### src/hw/rtl/servo_output_thruster_mixer_assert.svh
// Assertion macros shared by the servo output mixer RTL.
`ifndef SERVO_OUTPUT_THRUSTER_MIXER_ASSERT_SVH
`define SERVO_OUTPUT_THRUSTER_MIXER_ASSERT_SVH
`ifndef SYNTHESIS
`define SOTM_ASSERT(lbl, clk_s, rstn_s, prop) \
	lbl: assert property (@(posedge clk_s) disable iff (!rstn_s) prop) \
		else $error("sotm assertion failed");
`define SOTM_ASSERT_NEVER(lbl, clk_s, rstn_s, cond) \
	lbl: assert property (@(posedge clk_s) disable iff (!rstn_s) !(cond)) \
		else $error("sotm forbidden condition seen");
`else
`define SOTM_ASSERT(lbl, clk_s, rstn_s, prop)
`define SOTM_ASSERT_NEVER(lbl, clk_s, rstn_s, cond)
`endif
`endif

### src/hw/rtl/sotm_pkg.sv
// Shared types, codes and constants of the servo output mixer.
`timescale 1ns / 1ps
package sotm_pkg;

	localparam int W_IN  = 12;
	localparam int W_PWM = 16;

	// Mix mode register codes.
	localparam logic [2:0] MODE_NONE  = 3'd0;
	localparam logic [2:0] MODE_PASS  = 3'd1;
	localparam logic [2:0] MODE_LEFT  = 3'd2;
	localparam logic [2:0] MODE_RIGHT = 3'd3;
	localparam logic [2:0] MODE_TRIM  = 3'd4;
	localparam logic [2:0] MODE_DIFF  = 3'd5;

	// Configuration register indexes.
	localparam logic [1:0] REG_MIX_MODE = 2'd0;
	localparam logic [1:0] REG_HOLD     = 2'd1;
	localparam logic [1:0] REG_OUT_EN   = 2'd2;

	localparam logic [15:0] PWM_MID = 16'd1494;
	localparam logic [15:0] PWM_MIN = 16'd1366;
	localparam logic [15:0] PWM_MAX = 16'd1622;

	localparam logic [11:0] SW_PROP = 12'd1800;
	localparam logic [11:0] SW_IND  = 12'd1700;
	localparam logic [11:0] REV_LIM = 12'd1500;
	localparam logic [11:0] CTL_MID = 12'd1494;

	localparam logic signed [13:0] MIX_SUM  = 14'sd4485;
	localparam logic signed [13:0] DIFF_OFS = 14'sd1495;

	localparam logic signed [12:0] CTL_REF   = 13'sd1686;
	localparam logic signed [12:0] THR_REF   = 13'sd1549;
	localparam logic signed [20:0] RATIO_REF = 21'sd1494;
	localparam logic signed [20:0] RATIO_GAIN = 21'sd50;
	localparam logic signed [20:0] IND_GAIN  = 21'sd5;

	// Clamp limits of the thruster numerators (over 1280 and over 128).
	localparam logic signed [26:0] PROP_LO = -27'sd163840;
	localparam logic signed [26:0] PROP_HI = 27'sd163840;
	localparam logic signed [20:0] IND_LO  = 21'sd174848;
	localparam logic signed [20:0] IND_HI  = 21'sd207616;

	// floor(x / 5) for x up to 1280 as (x * 52429) >> 18.
	localparam logic [11:0] PROP_BIAS = 12'd640;
	localparam logic [15:0] DIV5_MUL  = 16'd52429;
	localparam int          DIV5_SH   = 18;

	localparam int QDEPTH = 2;
	localparam int QPTR_W = $clog2(QDEPTH);
	localparam int QCNT_W = $clog2(QDEPTH + 1);

	typedef enum logic [1:0] {
		OP_KEEP,
		OP_LOAD,
		OP_PASS,
		OP_PROP
	} op_t;

	typedef struct packed {
		op_t                op;
		logic [15:0]        val;
		logic signed [13:0] radio;
		logic signed [13:0] thresh;
	} qitem_t;

	typedef struct packed {
		logic [2:0] mix_mode;
		logic       output_enabled;
	} cfg_t;

	typedef struct packed {
		logic en;
		logic val;
	} hold_wr_t;

	function automatic logic signed [13:0] ext14(input logic [11:0] v);
		ext14 = $signed({2'b00, v});
	endfunction

	function automatic logic [15:0] sx16(input logic signed [13:0] v);
		sx16 = {{2{v[13]}}, v};
	endfunction

endpackage

### src/hw/rtl/sotm_if.sv
// Valid/ready channel interfaces for input ticks and servo results.
`timescale 1ns / 1ps
interface sotm_in_if import sotm_pkg::*; ();
	logic            valid;
	logic            ready;
	logic            bypass_off;
	logic [W_IN-1:0] a_pulse;
	logic [W_IN-1:0] a_trim;
	logic [W_IN-1:0] a_dead;
	logic [W_IN-1:0] b_pulse;
	logic [W_IN-1:0] b_trim;
	logic [W_IN-1:0] b_dead;
	logic [W_IN-1:0] mode_switch;
	logic [W_IN-1:0] steer_ctl;
	logic [W_IN-1:0] diff_ratio;
	logic [W_IN-1:0] throttle;
	logic [W_IN-1:0] reverse_sel;

	modport source(output valid, bypass_off, a_pulse, a_trim, a_dead, b_pulse, b_trim,
		b_dead, mode_switch, steer_ctl, diff_ratio, throttle, reverse_sel, input ready);
	modport sink(input valid, bypass_off, a_pulse, a_trim, a_dead, b_pulse, b_trim,
		b_dead, mode_switch, steer_ctl, diff_ratio, throttle, reverse_sel, output ready);
endinterface

interface sotm_out_if import sotm_pkg::*; ();
	logic             valid;
	logic             ready;
	logic [W_PWM-1:0] pwm;
	logic             write_strobe;

	modport source(output valid, pwm, write_strobe, input ready);
	modport sink(input valid, pwm, write_strobe, output ready);
endinterface

### src/hw/rtl/sotm_front.sv
// Front end: classifies each tick and precomputes mix values and thruster terms.
`timescale 1ns / 1ps
module sotm_front import sotm_pkg::*; (
	input  logic   clk,
	input  logic   arst_n,
	input  cfg_t   cfg,
	sotm_in_if.sink in_ch,
	output qitem_t item,
	output logic   item_valid,
	input  logic   item_ready
);

	typedef enum logic [2:0] {
		CLS_KEEP,
		CLS_LOAD,
		CLS_PASS,
		CLS_PROP,
		CLS_IND
	} cls_t;

	logic adv1, adv2;

	// Stage 1 decode and arithmetic.
	cls_t               cls;
	logic [15:0]        val;
	logic signed [13:0] radio, thresh;
	logic signed [13:0] trim_r, trim_t, diff_r, diff_t, diff_dis;
	logic               right;
	logic signed [12:0] dctl, dthr;
	logic signed [25:0] prod;
	logic signed [20:0] rdiff, rt_full, rt_dir, ind5, ind_n;
	logic               upos;

	assign trim_r   = MIX_SUM - ext14(in_ch.a_trim) - ext14(in_ch.b_trim);
	assign trim_t   = MIX_SUM - ext14(in_ch.a_dead) - ext14(in_ch.b_dead);
	assign diff_r   = ext14(in_ch.a_pulse) - ext14(in_ch.b_pulse) + DIFF_OFS;
	assign diff_t   = ext14(in_ch.a_dead) - ext14(in_ch.b_dead) + DIFF_OFS;
	assign diff_dis = ext14(in_ch.a_trim) - ext14(in_ch.b_trim) + DIFF_OFS;

	assign right   = (cfg.mix_mode == MODE_RIGHT);
	assign dctl    = CTL_REF - $signed({1'b0, in_ch.steer_ctl});
	assign dthr    = $signed({1'b0, in_ch.throttle}) - THR_REF;
	assign prod    = dctl * dthr;
	assign rdiff   = RATIO_REF - $signed({9'b0, in_ch.diff_ratio});
	assign rt_full = rdiff * RATIO_GAIN;
	assign rt_dir  = right ? rt_full : -rt_full;
	assign ind5    = rdiff * IND_GAIN;
	assign upos    = (in_ch.steer_ctl < CTL_MID) ^ right;
	assign ind_n   = $signed({2'b00, in_ch.steer_ctl, 7'b0}) + (upos ? ind5 : -ind5);

	always_comb begin
		cls    = CLS_KEEP;
		val    = '0;
		radio  = '0;
		thresh = '0;
		unique case (cfg.mix_mode)
			MODE_PASS: begin
				radio  = ext14(in_ch.a_pulse);
				thresh = ext14(in_ch.a_dead);
				val    = {4'b0, in_ch.a_trim};
				cls    = in_ch.bypass_off ? CLS_LOAD : CLS_PASS;
			end
			MODE_LEFT, MODE_RIGHT: begin
				val = PWM_MID;
				priority if (in_ch.bypass_off) begin
					cls = CLS_LOAD;
				end else if (in_ch.mode_switch > SW_PROP) begin
					cls = CLS_PROP;
				end else if (in_ch.mode_switch < SW_IND) begin
					cls = CLS_IND;
				end else begin
					cls = CLS_LOAD;
				end
			end
			MODE_TRIM: begin
				radio  = trim_r;
				thresh = trim_t;
				val    = sx16(trim_r);
				cls    = in_ch.bypass_off ? CLS_LOAD : CLS_PASS;
			end
			MODE_DIFF: begin
				radio  = diff_r;
				thresh = diff_t;
				val    = sx16(diff_dis);
				cls    = in_ch.bypass_off ? CLS_LOAD : CLS_PASS;
			end
			default: begin
				cls = CLS_KEEP;
			end
		endcase
	end

	logic               v_s1;
	cls_t               cls_s1;
	logic [15:0]        val_s1;
	logic signed [13:0] radio_s1, thresh_s1;
	logic signed [25:0] prod_s1;
	logic signed [18:0] rt_s1;
	logic               spos_s1;
	logic signed [20:0] ind_s1;

	assign adv2        = !item_valid || item_ready;
	assign adv1        = !v_s1 || adv2;
	assign in_ch.ready = adv1;

	always_ff @(posedge clk or negedge arst_n) begin
		if (!arst_n) begin
			v_s1 <= 1'b0;
		end else if (adv1) begin
			v_s1 <= in_ch.valid;
		end
	end

	always_ff @(posedge clk) begin
		if (adv1 && in_ch.valid) begin
			cls_s1    <= cls;
			val_s1    <= val;
			radio_s1  <= radio;
			thresh_s1 <= thresh;
			prod_s1   <= prod;
			rt_s1     <= rt_dir[18:0];
			spos_s1   <= (in_ch.reverse_sel > REV_LIM);
			ind_s1    <= ind_n;
		end
	end

	// Stage 2: finish the thruster numerators and apply the clamp.
	logic signed [26:0] pm, pn, psh;
	logic [11:0]        px;
	logic signed [20:0] ish;
	qitem_t             nxt;

	assign pm  = 27'(prod_s1) + 27'(rt_s1);
	assign pn  = spos_s1 ? pm : -pm;
	assign psh = pn >>> 8;
	assign px  = psh[11:0] + PROP_BIAS;
	assign ish = ind_s1 >>> 7;

	always_comb begin
		nxt.op     = OP_KEEP;
		nxt.val    = val_s1;
		nxt.radio  = radio_s1;
		nxt.thresh = thresh_s1;
		unique case (cls_s1)
			CLS_KEEP: nxt.op = OP_KEEP;
			CLS_LOAD: nxt.op = OP_LOAD;
			CLS_PASS: nxt.op = OP_PASS;
			CLS_PROP: begin
				priority if (pn < PROP_LO) begin
					nxt.op  = OP_LOAD;
					nxt.val = PWM_MIN;
				end else if (pn > PROP_HI) begin
					nxt.op  = OP_LOAD;
					nxt.val = PWM_MAX;
				end else begin
					// The back end divides the biased quotient by five.
					nxt.op  = OP_PROP;
					nxt.val = {5'b0, px[10:0]};
				end
			end
			CLS_IND: begin
				nxt.op = OP_LOAD;
				priority if (ind_s1 < IND_LO) begin
					nxt.val = PWM_MIN;
				end else if (ind_s1 > IND_HI) begin
					nxt.val = PWM_MAX;
				end else begin
					nxt.val = ish[15:0];
				end
			end
			default: nxt.op = OP_KEEP;
		endcase
	end

	qitem_t item_s2;
	logic   v_s2;

	always_ff @(posedge clk or negedge arst_n) begin
		if (!arst_n) begin
			v_s2 <= 1'b0;
		end else if (adv2) begin
			v_s2 <= v_s1;
		end
	end

	always_ff @(posedge clk) begin
		if (adv2 && v_s1) begin
			item_s2 <= nxt;
		end
	end

	assign item       = item_s2;
	assign item_valid = v_s2;

endmodule

### src/hw/rtl/sotm_queue.sv
// Short queue of classified items between the front and back ends.
`timescale 1ns / 1ps
`include "servo_output_thruster_mixer_assert.svh"
module sotm_queue import sotm_pkg::*; (
	input  logic   clk,
	input  logic   arst_n,
	input  logic   push_valid,
	output logic   push_ready,
	input  qitem_t push_item,
	output logic   pop_valid,
	input  logic   pop_ready,
	output qitem_t pop_item
);

	qitem_t            slot_q [QDEPTH];
	logic [QPTR_W-1:0] wr_q, rd_q;
	logic [QCNT_W-1:0] cnt_q;
	logic              push_fire, pop_fire;

	assign push_ready = (cnt_q != QCNT_W'(QDEPTH));
	assign pop_valid  = (cnt_q != '0);
	assign pop_item   = slot_q[rd_q];
	assign push_fire  = push_valid && push_ready;
	assign pop_fire   = pop_valid && pop_ready;

	function automatic logic [QPTR_W-1:0] wrap_inc(input logic [QPTR_W-1:0] p);
		wrap_inc = (p == QPTR_W'(QDEPTH - 1)) ? '0 : p + 1'b1;
	endfunction

	always_ff @(posedge clk or negedge arst_n) begin
		if (!arst_n) begin
			wr_q  <= '0;
			rd_q  <= '0;
			cnt_q <= '0;
		end else begin
			if (push_fire) begin
				wr_q <= wrap_inc(wr_q);
			end
			if (pop_fire) begin
				rd_q <= wrap_inc(rd_q);
			end
			if (push_fire && !pop_fire) begin
				cnt_q <= cnt_q + 1'b1;
			end else if (pop_fire && !push_fire) begin
				cnt_q <= cnt_q - 1'b1;
			end
		end
	end

	always_ff @(posedge clk) begin
		if (push_fire) begin
			slot_q[wr_q] <= push_item;
		end
	end

	`SOTM_ASSERT_NEVER(a_cnt_bound, clk, arst_n, cnt_q > QCNT_W'(QDEPTH))
	`SOTM_ASSERT(a_cnt_up, clk, arst_n, push_fire && !pop_fire |=> cnt_q == $past(cnt_q) + QCNT_W'(1))
	`SOTM_ASSERT(a_cnt_down, clk, arst_n, pop_fire && !push_fire |=> cnt_q == $past(cnt_q) - QCNT_W'(1))

endmodule

### src/hw/rtl/sotm_back.sv
// Back end: applies each item to the servo state and holds the result item.
`timescale 1ns / 1ps
`include "servo_output_thruster_mixer_assert.svh"
module sotm_back import sotm_pkg::*; (
	input  logic     clk,
	input  logic     arst_n,
	input  cfg_t     cfg,
	input  hold_wr_t hold_wr,
	input  logic     item_valid,
	output logic     item_ready,
	input  qitem_t   item,
	sotm_out_if.source out_ch
);

	logic [15:0]        last_q;
	logic signed [13:0] prior_q;
	logic               holding_q;
	logic               strobe_q;
	logic               out_valid_q;
	logic               take;

	logic signed [14:0] diff, adiff;
	logic               moved;
	logic [15:0]        radio16;
	logic [26:0]        div_p;
	logic [15:0]        prop_pwm;

	assign item_ready = !out_valid_q || out_ch.ready;
	assign take       = item_valid && item_ready;

	// Hold logic: compare against the last pass input that was taken while the hold was off.
	assign diff    = 15'(item.radio) - 15'(prior_q);
	assign adiff   = (diff < 0) ? -diff : diff;
	assign moved   = adiff > 15'(item.thresh);
	assign radio16 = sx16(item.radio);

	assign div_p    = {16'b0, item.val[10:0]} * {11'b0, DIV5_MUL};
	assign prop_pwm = PWM_MIN + {7'b0, div_p[DIV5_SH +: 9]};

	always_ff @(posedge clk or negedge arst_n) begin
		if (!arst_n) begin
			last_q      <= '0;
			prior_q     <= '0;
			holding_q   <= 1'b0;
			strobe_q    <= 1'b0;
			out_valid_q <= 1'b0;
		end else begin
			if (take) begin
				out_valid_q <= 1'b1;
				strobe_q    <= cfg.output_enabled;
			end else if (out_ch.ready) begin
				out_valid_q <= 1'b0;
			end
			if (hold_wr.en) begin
				holding_q <= hold_wr.val;
			end else if (take && item.op == OP_PASS && holding_q && moved) begin
				holding_q <= 1'b0;
			end
			if (take) begin
				unique case (item.op)
					OP_KEEP: last_q <= last_q;
					OP_LOAD: last_q <= item.val;
					OP_PASS: begin
						if (!holding_q) begin
							last_q  <= radio16;
							prior_q <= item.radio;
						end else if (moved) begin
							last_q <= radio16;
						end
					end
					OP_PROP: last_q <= prop_pwm;
				endcase
			end
		end
	end

	assign out_ch.valid        = out_valid_q;
	assign out_ch.pwm          = last_q;
	assign out_ch.write_strobe = strobe_q;

	`SOTM_ASSERT(a_hold_clear, clk, arst_n, $fell(holding_q) |-> $past(hold_wr.en) || ($past(take) && $past(item.op) == OP_PASS))
	`SOTM_ASSERT(a_prop_range, clk, arst_n, $past(take) && $past(item.op) == OP_PROP |-> last_q >= PWM_MIN && last_q <= PWM_MAX)
	`SOTM_ASSERT_NEVER(a_stall_take, clk, arst_n, take && out_valid_q && !out_ch.ready)

endmodule

### src/hw/rtl/servo_output_thruster_mixer.sv
// A result item passes two front stages and a queue slot ahead of the back end's update.
// Throughput: one tick per cycle while the result channel is not stalled; the front, queue
// and back end each move one item a cycle.
// Reset: asynchronous and active low; clears the pipeline, the queue, the servo state and
// the registers (mix mode none, hold off, output enabled).
`timescale 1ns / 1ps
module servo_output_thruster_mixer import sotm_pkg::*; (
	input  logic       clk,
	input  logic       arst_n,
	input  logic       cfg_we,
	input  logic [1:0] cfg_index,
	input  logic [2:0] cfg_data,
	sotm_in_if.sink    in_ch,
	sotm_out_if.source out_ch
);

	cfg_t     cfg_q;
	hold_wr_t hold_wr;
	qitem_t   f_item, b_item;
	logic     f_valid, f_ready, b_valid, b_ready;

	always_ff @(posedge clk or negedge arst_n) begin
		if (!arst_n) begin
			cfg_q.mix_mode       <= MODE_NONE;
			cfg_q.output_enabled <= 1'b1;
		end else if (cfg_we) begin
			if (cfg_index == REG_MIX_MODE) begin
				cfg_q.mix_mode <= cfg_data;
			end
			if (cfg_index == REG_OUT_EN) begin
				cfg_q.output_enabled <= cfg_data[0];
			end
		end
	end

	// Writing the hold register also arms or disarms the hold in the back end.
	assign hold_wr.en  = cfg_we && (cfg_index == REG_HOLD);
	assign hold_wr.val = cfg_data[0];

	sotm_front u_front (
		.clk        (clk),
		.arst_n     (arst_n),
		.cfg        (cfg_q),
		.in_ch      (in_ch),
		.item       (f_item),
		.item_valid (f_valid),
		.item_ready (f_ready)
	);

	sotm_queue u_queue (
		.clk        (clk),
		.arst_n     (arst_n),
		.push_valid (f_valid),
		.push_ready (f_ready),
		.push_item  (f_item),
		.pop_valid  (b_valid),
		.pop_ready  (b_ready),
		.pop_item   (b_item)
	);

	sotm_back u_back (
		.clk        (clk),
		.arst_n     (arst_n),
		.cfg        (cfg_q),
		.hold_wr    (hold_wr),
		.item_valid (b_valid),
		.item_ready (b_ready),
		.item       (b_item),
		.out_ch     (out_ch)
	);

endmodule

### src/flat_wrapper.sv
// flat-port wrapper written by rule: the top's interface ports become plain ports
module servo_output_thruster_mixer_flat import sotm_pkg::*;
  (clk, arst_n, cfg_we, cfg_index, cfg_data, in_ch_valid, in_ch_bypass_off, in_ch_a_pulse, in_ch_a_trim, in_ch_a_dead, in_ch_b_pulse, in_ch_b_trim, in_ch_b_dead, in_ch_mode_switch, in_ch_steer_ctl, in_ch_diff_ratio, in_ch_throttle, in_ch_reverse_sel, in_ch_ready, out_ch_valid, out_ch_pwm, out_ch_write_strobe, out_ch_ready);
  sotm_in_if in_ch_i ();
  sotm_out_if out_ch_i ();
  input  logic clk;
  input  logic arst_n;
  input  logic cfg_we;
  input  logic [1:0] cfg_index;
  input  logic [2:0] cfg_data;
  input wire logic [$bits(in_ch_i.valid)-1:0] in_ch_valid;
  input wire logic [$bits(in_ch_i.bypass_off)-1:0] in_ch_bypass_off;
  input wire logic [$bits(in_ch_i.a_pulse)-1:0] in_ch_a_pulse;
  input wire logic [$bits(in_ch_i.a_trim)-1:0] in_ch_a_trim;
  input wire logic [$bits(in_ch_i.a_dead)-1:0] in_ch_a_dead;
  input wire logic [$bits(in_ch_i.b_pulse)-1:0] in_ch_b_pulse;
  input wire logic [$bits(in_ch_i.b_trim)-1:0] in_ch_b_trim;
  input wire logic [$bits(in_ch_i.b_dead)-1:0] in_ch_b_dead;
  input wire logic [$bits(in_ch_i.mode_switch)-1:0] in_ch_mode_switch;
  input wire logic [$bits(in_ch_i.steer_ctl)-1:0] in_ch_steer_ctl;
  input wire logic [$bits(in_ch_i.diff_ratio)-1:0] in_ch_diff_ratio;
  input wire logic [$bits(in_ch_i.throttle)-1:0] in_ch_throttle;
  input wire logic [$bits(in_ch_i.reverse_sel)-1:0] in_ch_reverse_sel;
  output wire logic [$bits(in_ch_i.ready)-1:0] in_ch_ready;
  output wire logic [$bits(out_ch_i.valid)-1:0] out_ch_valid;
  output wire logic [$bits(out_ch_i.pwm)-1:0] out_ch_pwm;
  output wire logic [$bits(out_ch_i.write_strobe)-1:0] out_ch_write_strobe;
  input wire logic [$bits(out_ch_i.ready)-1:0] out_ch_ready;
  assign in_ch_i.valid = in_ch_valid;
  assign in_ch_i.bypass_off = in_ch_bypass_off;
  assign in_ch_i.a_pulse = in_ch_a_pulse;
  assign in_ch_i.a_trim = in_ch_a_trim;
  assign in_ch_i.a_dead = in_ch_a_dead;
  assign in_ch_i.b_pulse = in_ch_b_pulse;
  assign in_ch_i.b_trim = in_ch_b_trim;
  assign in_ch_i.b_dead = in_ch_b_dead;
  assign in_ch_i.mode_switch = in_ch_mode_switch;
  assign in_ch_i.steer_ctl = in_ch_steer_ctl;
  assign in_ch_i.diff_ratio = in_ch_diff_ratio;
  assign in_ch_i.throttle = in_ch_throttle;
  assign in_ch_i.reverse_sel = in_ch_reverse_sel;
  assign in_ch_ready = in_ch_i.ready;
  assign out_ch_valid = out_ch_i.valid;
  assign out_ch_pwm = out_ch_i.pwm;
  assign out_ch_write_strobe = out_ch_i.write_strobe;
  assign out_ch_i.ready = out_ch_ready;
  servo_output_thruster_mixer u_core (.clk(clk), .arst_n(arst_n), .cfg_we(cfg_we), .cfg_index(cfg_index), .cfg_data(cfg_data), .in_ch(in_ch_i), .out_ch(out_ch_i));
endmodule
### config.mk
export PLATFORM = sky130hd
export DESIGN_NAME = servo_output_thruster_mixer_flat
export DESIGN_NICKNAME = d
export VERILOG_FILES = /design/src/hw/rtl/sotm_pkg.sv /design/src/hw/rtl/sotm_if.sv /design/src/hw/rtl/sotm_front.sv /design/src/hw/rtl/sotm_queue.sv /design/src/hw/rtl/sotm_back.sv /design/src/hw/rtl/servo_output_thruster_mixer.sv /design/src/flat_wrapper.sv
export VERILOG_INCLUDE_DIRS = /design/src /design/src/hw/rtl
export SDC_FILE = /design/constraint.sdc
export NUM_CORES = 1
export LEC_CHECK = 0
export ABC_CLOCK_PERIOD_IN_PS = 13550
export BUFFER_PORTS_ARGS = -buffer_cell sky130_fd_sc_hd__buf_4
export CAP_MARGIN = 5
export CORE_MARGIN = 5
export CORE_UTILIZATION = 63
export CTS_CLUSTER_DIAMETER = 120
export DETAILED_ROUTE_END_ITERATION = 16
export GPL_ROUTABILITY_DRIVEN = 0
export PLACE_DENSITY = 0.83
export SLEW_MARGIN = 25
export SYNTH_ARGS = -nofsm -noshare
export SYNTH_HDL_FRONTEND = slang
export SYNTH_HIERARCHICAL = 1
export SYNTH_SLANG_ARGS = --single-unit
### constraint.sdc
create_clock -name clk -period 13.55 [get_ports clk]
set_input_delay 3.3875 -clock clk [delete_from_list [all_inputs] [get_ports clk]]
set_output_delay 3.3875 -clock clk [all_outputs]
set_load 0.01 [all_outputs]
# Yosys cells after proc, flatten, opt, wreduce, memory -nomap -nowiden
# Memory sizes are Yosys's and may differ from the RTL's.
# Index checks and enable logic that the tools add are counted.
# Widths: inputs -> output; s select.
op_classes:
  addsub: 26
  n_mul: 4
  magnitude_cmp: 10
  n_eq_ne: 16
  mux: 31
  bitwise: 3
  reduce_logical: 31
op_table:
  columns: ["op", "count"]
  rows:
  - ["$pmux 14 s3", 2]
  - ["$mux 16", 4]
  - ["$pmux 16 s4", 1]
  - ["$pmux 16 s3", 1]
  - ["$add 13x12->14 const B", 3]
  - ["$sub 12x12->13", 3]
  - ["$mux 18", 2]
  - ["$pmux 16 s2", 1]
  - ["$sub 13x12->14 const A", 2]
  - ["$sub 14x13->14", 2]
  - ["$add 26x19->27", 1]
  - ["$gt 27x19->1 const B", 1]
  - ["$lt 27x19->1 const B", 1]
  - ["$mul 11x16->27 const B", 1]
  - ["$mux 27", 1]
  - ["$neg 27->27", 1]
  - ["$mul 13x13->26", 1]
  - ["$sub 11x12->13 const A", 2]
  - ["$gt 12x11->1 const B", 2]
  - ["$lt 12x11->1 const B", 2]
  - ["$add 20x21->21", 1]
  - ["$gt 21x19->1 const B", 1]
  - ["$lt 21x19->1 const B", 1]
  - ["$mux 21", 1]
  - ["other kinds (39)", 83]
word_totals:
  ff_bits: 203
  ramBits: 92
  output_inout_bits: 19
  word_cells: 147
  memories: 1
memory_table:
  columns: ["memory", "depth", "width", "rd", "rd_clocked_by_memory_dff", "write_ports", "line", "text"]
  rows:
  - ["u_core.u_queue.slot_q", 2, 46, 1, 0, 1, "sotm_queue.sv:15", "qitem_t slot_q [QDEPTH];"]

# Logic depth before layout (Yosys ltp)
# Gate-level depths: netlist of run 1.
logic_depth:
  depth_word: 8
  depth_mapped: 32
  ltp_nobuf: 31

# Cells and area by module
# The synthesis of run 1 kept the hierarchy.
modules_own_cells:
  columns: ["mod", "n_inst", "cells_per_inst", "area_each_um2"]
  rows:
  - ["sotm_front", 1, 2371, 21624.5]
  - ["sotm_back", 1, 635, 5582.9]
  - ["sotm_queue", 1, 161, 3637.2]
  - ["servo_output_thruster_mixer", 1, 11, 182.7]

# Worst setup path after synthesis of run 1
# Ideal clock, no wire load.
synth_timing:
  path_type: "input to register"
  from: "in in_ch_throttle[0]"
  to: "reg u_core.u_front.prod_s1[25] (data pin)"
  arrival_time_ns: 9.924
  t_required_ns: 13.290
  slack_ns: 3.366
  path_stages: 26
  path_buffers: 1
  path_cell_list: "clkbuf_1 inv_1 ha_1 nor2_1 or3_1 or3_1 xor2_1 nor2_1 fa_1 inv_1 fa_1 inv_1 fa_1 fa_1 fa_1 inv_1 fa_1 inv_1 ha_1 a21oi_1 o2111a_1 o31ai_1 o41ai_1 o21bai_1 a21oi_1 xnor2_1"
synth_between:
  elab_chain_cells: 2
synth_lines:
  columns: ["element", "line", "text"]
  rows:
  - ["start: declaration", "flat_wrapper.sv:22", "input wire logic [$bits(in_ch_i.throttle)-1:0] in_ch_throttle;"]
  - ["$sub 12x11->13", "sotm_front.sv:42", "assign dthr = $signed({1'b0, in_ch.throttle}) - THR_REF;"]
  - ["$mul 13x13->26", "sotm_front.sv:43", "assign prod = dctl * dthr;"]
  - ["named net u_core.u_front.prod[25]", "sotm_front.sv:30", "logic signed [25:0] prod;"]
  - ["end signal: assignment", "sotm_front.sv:120", "prod_s1 <= prod;"]
  - ["end: declaration", "sotm_front.sv:97", "logic signed [25:0] prod_s1;"]
# The timed path passes the listed nets, and every way through them passes these cells.
# A chain may end at the register's enable or synchronous reset.

# Worst setup path after layout of run 1
layout_timing:
  from: "in in_ch_steer_ctl[0]"
  to: "reg u_core.u_front.prod_s1[25] (data pin)"
layout_between:
  elab_chain_cells: 2
layout_lines:
  columns: ["element", "line", "text"]
  rows:
  - ["start: declaration", "flat_wrapper.sv:20", "input wire logic [$bits(in_ch_i.steer_ctl)-1:0] in_ch_steer_ctl;"]
  - ["$sub 11x12->13", "sotm_front.sv:41", "assign dctl = CTL_REF - $signed({1'b0, in_ch.steer_ctl});"]
  - ["$mul 13x13->26", "sotm_front.sv:43", null]
  - ["named net u_core.u_front.prod[25]", "sotm_front.sv:30", null]
# The timed path passes the listed nets, and every way through them passes these cells.

==> flow_summary.ini, run 1 <==
[detailed_routing]
routed.top_layer = met5
detail_route.vias_per_cell = 5.94
detailroute.wirelength.met2_mm = 38.1
detail_route.iter0.violations = 1811
post-route-drc-count = 0
wirelength_mm = 75.7
via_count = 23900
detail-route-antenna-nets = 0
routedWlPerCell_um = 18.8
wl_met1_mm = 28.9
wl_met3_mm = 4.71
drt_pass1_iterations = 6

[synthesis]
synth-seq-cells = 289
yosys_warnings = 6
async_reset_ff_share_pct = 14.9
syn_area_per_cell_um2 = 9.76
synth-main-ff-cell = edfxtp_1
synth.lib_cells_used.distinct = 114
syn_inst = 3178
synth_nets = 3905
synth_enable_flop_cells = 246
sequential_area_share_after_synthesis_pct = 27.3
syn_area_um2 = 31000

[place]
place_hpwl_mm = 61.2
buffer_ports.inserted = 161

[global_route]
grt_pass1_wl_mm = 122
grt-ovfl-total = 0
vias_in_the_first_global_route = 24700
grt_max_degree = 84
grt_antenna_before_repair = 5
grt_usage_pct = 27.7

[die]
die_h_um = 232
die_x_um = 232
initial_utilization_pct = 63.5
floorplan.core_area_um2 = 48800
die_area_um2 = 53800
design.portCount = 162
number_of_rows_in_the_core_area = 81

[sta]
max_slew.worst_pin.slew_ns = 1.07
slew_viol_final = 0
setup_repair_after_global_routing_missed_its_margin = false
timing.slew.headroom_pct = 28.3
timing.setup.tns_ns = 0
final_min_period_over_clock_period_pct = 77.1
total_setup_violations_reported_at_the_end_of_the_flow = 0
timing.final.hold_violations = 0
finalWorstPathRequiredPeriod_ns = 10.45
worst_clock_skew_ns = 0.0262
fmax_mhz = 95.7

[critical_path]
path_class = input pin to flip-flop
timing.critical_path.arrival_ns = 10.76
endpoint_kind = flip-flop
crit_path_max_fanout = 9
timing.critical_path.required_ns = 13.86
critical_path.startpoint_type = input pin

[cells_and_area]
final_net_count = 4055
area_growth_syn_to_layout_pct = 9.47
drive_above_1_share_pct = 10.9

[clock_tree]
clock_tree.root_cell = clkbuf_16
tritoncts = done
cts-buffers-inserted = 30
clkTransAtPathRegs_ns = 0.06
cts-hold-fix-buffers = 0
clock_path_buffers = 3
cts_setup_buffers = 0
worst_skew_pair.late_latency_ns = 0.59
post_cts_sizing = 0
cts_sinks = 289
htree_levels = 1

[flow_run]
maxCapViolCount = 0

[run_status]
run_status = completed

[worst_hold_path]
hold_path_class = flip-flop to flip-flop
final timing paths:
path	start	to	slack, ns	cells after the start
min in group asynchronous	arst_n	u_core/u_back/out_ch.pwm[7]	2.79	1
max in group asynchronous	arst_n	u_core/u_queue/rd_q	10.38	1
hold reg to reg	u_core/u_front/thresh_s1[5]	u_core/u_front/item[5]	0.42	0
setup / recovery	in_ch_steer_ctl[0]	u_core/u_front/prod_s1[25]	3.10	27
hold / removal	u_core/u_front/thresh_s1[5]	u_core/u_front/item[5]	0.42	0
setup reg to reg	u_core/u_queue/rd_q	u_core/u_back/out_ch.pwm[5]	6.63	23
registers in the layout, indices dropped and copies added (netlist names), 2 cells and up:
register                  flops
u_core/u_front/val_s1        14
u_core/u_queue/slot_q        92
u_core/u_front/thresh_s1     14
u_core/u_front/prod_s1       26
u_core/u_front/cls_s1         3
u_core/u_front/radio_s1      14
u_core/u_front/ind_s1        20
u_core/cfg_q                  4
u_core/u_front/rt_s1         18
u_core/u_back/prior_q        14
u_core/u_queue/cnt_q          2
u_core/u_front/item          44
u_core/u_back/out_ch.pwm     16
cells by family (layout without fill, tap and decap cells):
kind of cell             after synthesis  count (layout)  share of synthesized area [%]
AO/OA/AOI/OAI                        599             599                           13.0
XOR/XNOR                             283             283                           8.01
adder cells (fa/ha/maj)              584             584                           28.9
buffers and inverters                552             725                           6.98
flip-flops                           289             289                           27.3
multiplexers                          80              80                           3.21
other                                  0               4                              0
AND/OR/NAND/NOR                      791             791                           12.6
cells in the mapped netlist, types with 18 or more instances:
library cell | n | area [µm²]
o211ai_1 | 18 | 135
mux2_4 | 32 | 480
a22oi_1 | 21 | 158
o21ai_0 | 122 | 611
nand3_1 | 43 | 215
inv_1 | 495 | 1860
nor2b_1 | 38 | 238
a21oi_1 | 157 | 786
nand2_1 | 208 | 781
nor2_1 | 242 | 908
xnor2_1 | 189 | 1660
ha_1 | 361 | 4520
a21o_1 | 37 | 278
o21bai_1 | 39 | 293
nor3_1 | 44 | 220
dfrtp_1 | 42 | 1050
mux2i_1 | 19 | 190
and3_1 | 30 | 188
fa_1 | 223 | 4460
mux2_2 | 29 | 327
edfxtp_1 | 246 | 7390
a31oi_1 | 24 | 150
xor2_1 | 93 | 815
and2_1 | 23 | 144
o21a_1 | 25 | 188
nand2b_1 | 48 | 300
clkbuf_1 | 39 | 146
cell type report:
class	count	area [µm²]
multi-input cells	2337	20400
flip-flops and latches	289	8470
diodes	4	10.0
inverters	496	1860
clock buffers	37	797
clock inverters	18	245
fillers	3551	14900
repair buffers	174	1330
well taps	664	831
metrics by stage:
step,setup WS (ns),cell area [µm²],hold WS [ns],utilization (%),cells
after floorplan,3.37,31000,0.400,-,3178
after global placement,2.78,32900,0.403,67.3,3958
after detailed placement,2.59,32900,0.405,67.3,3958
after CTS,3.14,33900,0.419,69.4,4013
after global routing,2.45,34000,0.426,69.5,4018
final,3.10,34000,0.419,69.5,4019
layout by cell type, fill, tap and decap left out, drive strengths merged, types with 17 or more instances in the layout:
cell,synthesis,routed
xor2,93,93
mux2i,19,19
nand2,209,209
and3,30,30
a21o,38,38
nand3,43,43
nor3,45,45
clkbuf,43,37
buf,12,174
mux2,61,61
a211oi,17,17
inv,496,498
nor2,246,246
dfrtp,42,42
fa,223,223
a22oi,21,21
o21a,25,25
xnor2,190,190
o211ai,19,19
nor2b,39,39
ha,361,361
edfxtp,246,246
o21ai,135,135
o21bai,40,40
a21oi,163,163
nand2b,48,48
a31oi,25,25
and2,23,23
metal layers:
layer | GRT usage, % | up-vias
met3 | 3.55 | 276
met5 | 0 | -
li1 | - | 11100
met2 | 49.9 | 995
met1 | 33.3 | 11500
met4 | 12.1 | 2
worst max-delay path: stages:
cell	delay, ns
buf_4	0.14
ha_1	0.24
a21oi_1	0.31
nor2b_1	0.13
o31ai_1	0.46
nor2b_1	0.23
nor2b_1	0.09
xor2_1	0.50
nor2_1	0.16
fa_1	0.53
inv_1	0.05
fa_1	0.49
inv_1	0.05
fa_1	0.53
fa_1	0.44
fa_1	0.54
inv_1	0.05
fa_1	0.50
inv_1	0.04
ha_1	0.34
a21oi_1	0.30
o2111a_1	0.28
o31ai_1	0.11
o41ai_1	0.47
o21bai_1	0.11
a21oi_1	0.19
xnor2_1	0.10
Power of run 1 is left out: the tool's default activity adds up to more than one toggle a clock period on the data nets, which glitch-free logic cannot reach.
==> run 2, diff against run 1 <==
--- a/config.mk
+++ b/config.mk
@@ -6,7 +6,7 @@
 export SDC_FILE = /design/constraint.sdc
 export NUM_CORES = 1
 export LEC_CHECK = 0
-export ABC_CLOCK_PERIOD_IN_PS = 13550
+export ABC_CLOCK_PERIOD_IN_PS = 9700
 export BUFFER_PORTS_ARGS = -buffer_cell sky130_fd_sc_hd__buf_4
 export CAP_MARGIN = 5
 export CORE_MARGIN = 5
==> constraint.sdc (replaced) <==
create_clock -name clk -period 9.7 [get_ports clk]
set_input_delay 2.425 -clock clk [delete_from_list [all_inputs] [get_ports clk]]
set_output_delay 2.425 -clock clk [all_outputs]
set_load 0.01 [all_outputs]
==> run 2 against run 1 <==
  * Via count is 0.22% higher
  * Flip-flop and latch count stayed put
  * Worst hold slack worse by 0.0028 ns
  * Register-to-register slack worse by 3.6 ns
  * Sequential share of layout area is 0.057 points lower
  * Count of clock-buffer cells in the layout is 2 higher
  * First-iteration DRC count is 8.2% higher
  * Global-route usage is 0.35 points lower
  * Wire length is 0.27% lower
  * Cell count is 0.50% higher
  * Clock skew is 0.011 ns lower
  * Die area stayed put
==> flow_summary.ini, run 2 (same netlist as run 1, synthesis figures left out) <==
[run_status]
run_status = completed

[detailed_routing]
detail_route.vias_per_cell = 5.93
post-route-drc-count = 0
wirelength_mm = 75.5
detail-route-antenna-nets = 0
routedWlPerCell_um = 18.7
detail_route.iter0.violations = 1959
drt_pass1_iterations = 6
via_count = 23900

[sta]
timing.slew.headroom_pct = 25.9
total_setup_violations_reported_at_the_end_of_the_flow = 0
slew_viol_final = 0
timing.setup.tns_ns = 0
fmax_mhz = 109
final_min_period_over_clock_period_pct = 94.5
setup_repair_after_global_routing_missed_its_margin = false
worst_clock_skew_ns = 0.0152
finalWorstPathRequiredPeriod_ns = 9.16
timing.final.hold_violations = 0
max_slew.worst_pin.slew_ns = 1.11

[critical_path]
rr_worst_depth = 25
cp_slowest_stage_delay_ns = 0.53
worstReg2RegStart = u_core/u_queue/rd_q
timing.reg2reg.setup_slack_ns = 3.04
timing.critical_path.required_ns = 10.02
critical_path.reg2reg.endpoint = u_core/u_back/out_ch.pwm[5]
critical_path.startpoint_type = input pin
timing.critical_path.arrival_ns = 9.48
crit_path_max_fanout = 9
endpoint_kind = flip-flop
worst_path_max_delay_cell = fa_1
path_class = input pin to flip-flop

[global_route]
vias_in_the_first_global_route = 24500
grt_pass1_wl_mm = 121
grt-ovfl-total = 0
grt_antenna_before_repair = 3
grt_max_degree = 81
grt_usage_pct = 27.3

[clock_tree]
clock_tree.root_cell = clkbuf_16
clkTransAtPathRegs_ns = 0.06
htree_levels = 1
cts-buffers-inserted = 30
cts_sinks = 289
cts_setup_buffers = 0
tritoncts = done
worst_skew_pair.late_latency_ns = 0.58
post_cts_sizing = 0
clock_path_buffers = 3
cts-hold-fix-buffers = 0

[place]
buffer_ports.inserted = 161
place_hpwl_mm = 61.2

[worst_hold_path]
hp-start = u_core/u_front/radio_s1[11]
worst_hold_path.num_cells = 0
hold_path_class = flip-flop to flip-flop
worstHoldEndpoint = u_core/u_front/item[25]

[cells_and_area]
layout_commonest_cell = inv_1
largest-register = u_core/u_queue/slot_q
area_growth_syn_to_layout_pct = 9.72
fill_cells = 3540
final_net_count = 4076
largest_register_ffs = 92
post-route-util_pct = 69.7
layout.cells.most_common_list = inv_1 (495), ha_1 (361), edfxtp_1 (246), nor2_1 (241), fa_1 (223)
drive_above_1_share_pct = 11.3

[die]
floorplan.core_area_um2 = 48800
die_area_um2 = 53800
die_h_um = 232
die_x_um = 232
number_of_rows_in_the_core_area = 81
initial_utilization_pct = 63.5
design.portCount = 162

[flow_run]
maxCapViolCount = 0
==> run 2: stage by stage <==
stage	cell area, µm²	cells	hold slack [ns]	setup WS (ns)
detailed placement	33000	3980	0.405	0.0157
floorplan	31000	3178	0.400	0.478
global route	34000	4038	0.422	0.118
CTS	34000	4036	0.417	0.625
finish	34000	4039	0.416	0.537
global placement	33000	3980	0.402	0.319
==> run 2: how the worst max path moves through the flow <==
stage                             from                         end  slack (ns)  cells after the start
global placement    in_ch_steer_ctl[0]  u_core/u_front/prod_s1[25]        0.32                     30
CTS                 in_ch_steer_ctl[0]  u_core/u_front/prod_s1[24]        0.62                     28
floorplan            in_ch_throttle[0]  u_core/u_front/prod_s1[25]        0.48                     26
global route        in_ch_steer_ctl[0]  u_core/u_front/prod_s1[24]        0.12                     23
finish              in_ch_steer_ctl[0]  u_core/u_front/prod_s1[24]        0.54                     28
detailed placement  in_ch_steer_ctl[0]  u_core/u_front/prod_s1[24]        0.02                     28
==> run 2: worst max-delay path, delay by kind of cell <==
family	cells	cell delay (ns)
xor gates and xnor gates	2	0.46
buffers and inverters	6	0.43
adders and majority gates	7	3.17
AOI/OAI and AO/OA	10	2.41
and+or+nand+nor	3	0.58
==> run 2: layer usage <==
metal / up-vias / wire, µm / track usage (%) / share of wire [%]
li1: 11200 / - / - / -
met5: - / 13 / 0 / 0.017
met1: 11500 / 28900 / 33.5 / 38
met2: 1037 / 38200 / 49.3 / 51
met3: 228 / 5060 / 3.57 / 6.7
met4: 2 / 3280 / 10.1 / 4.3
==> run 2: layout make-up <==
| type | instances | area, µm² | area share, % |
|---|---|---|---|
| multi-input combinational | 2337 | 20400 | 60.0 |
| sequential | 289 | 8470 | 24.9 |
| inverter | 496 | 1860 | 5.47 |
| timing repair buffer | 195 | 1470 | 4.31 |
| tap | 664 | 831 | 2.44 |
| clock buffer | 39 | 785 | 2.30 |
| clock inverter | 17 | 199 | 0.584 |
| antenna | 2 | 5.00 | 0.0147 |
Power of run 2 is left out for the same reason.
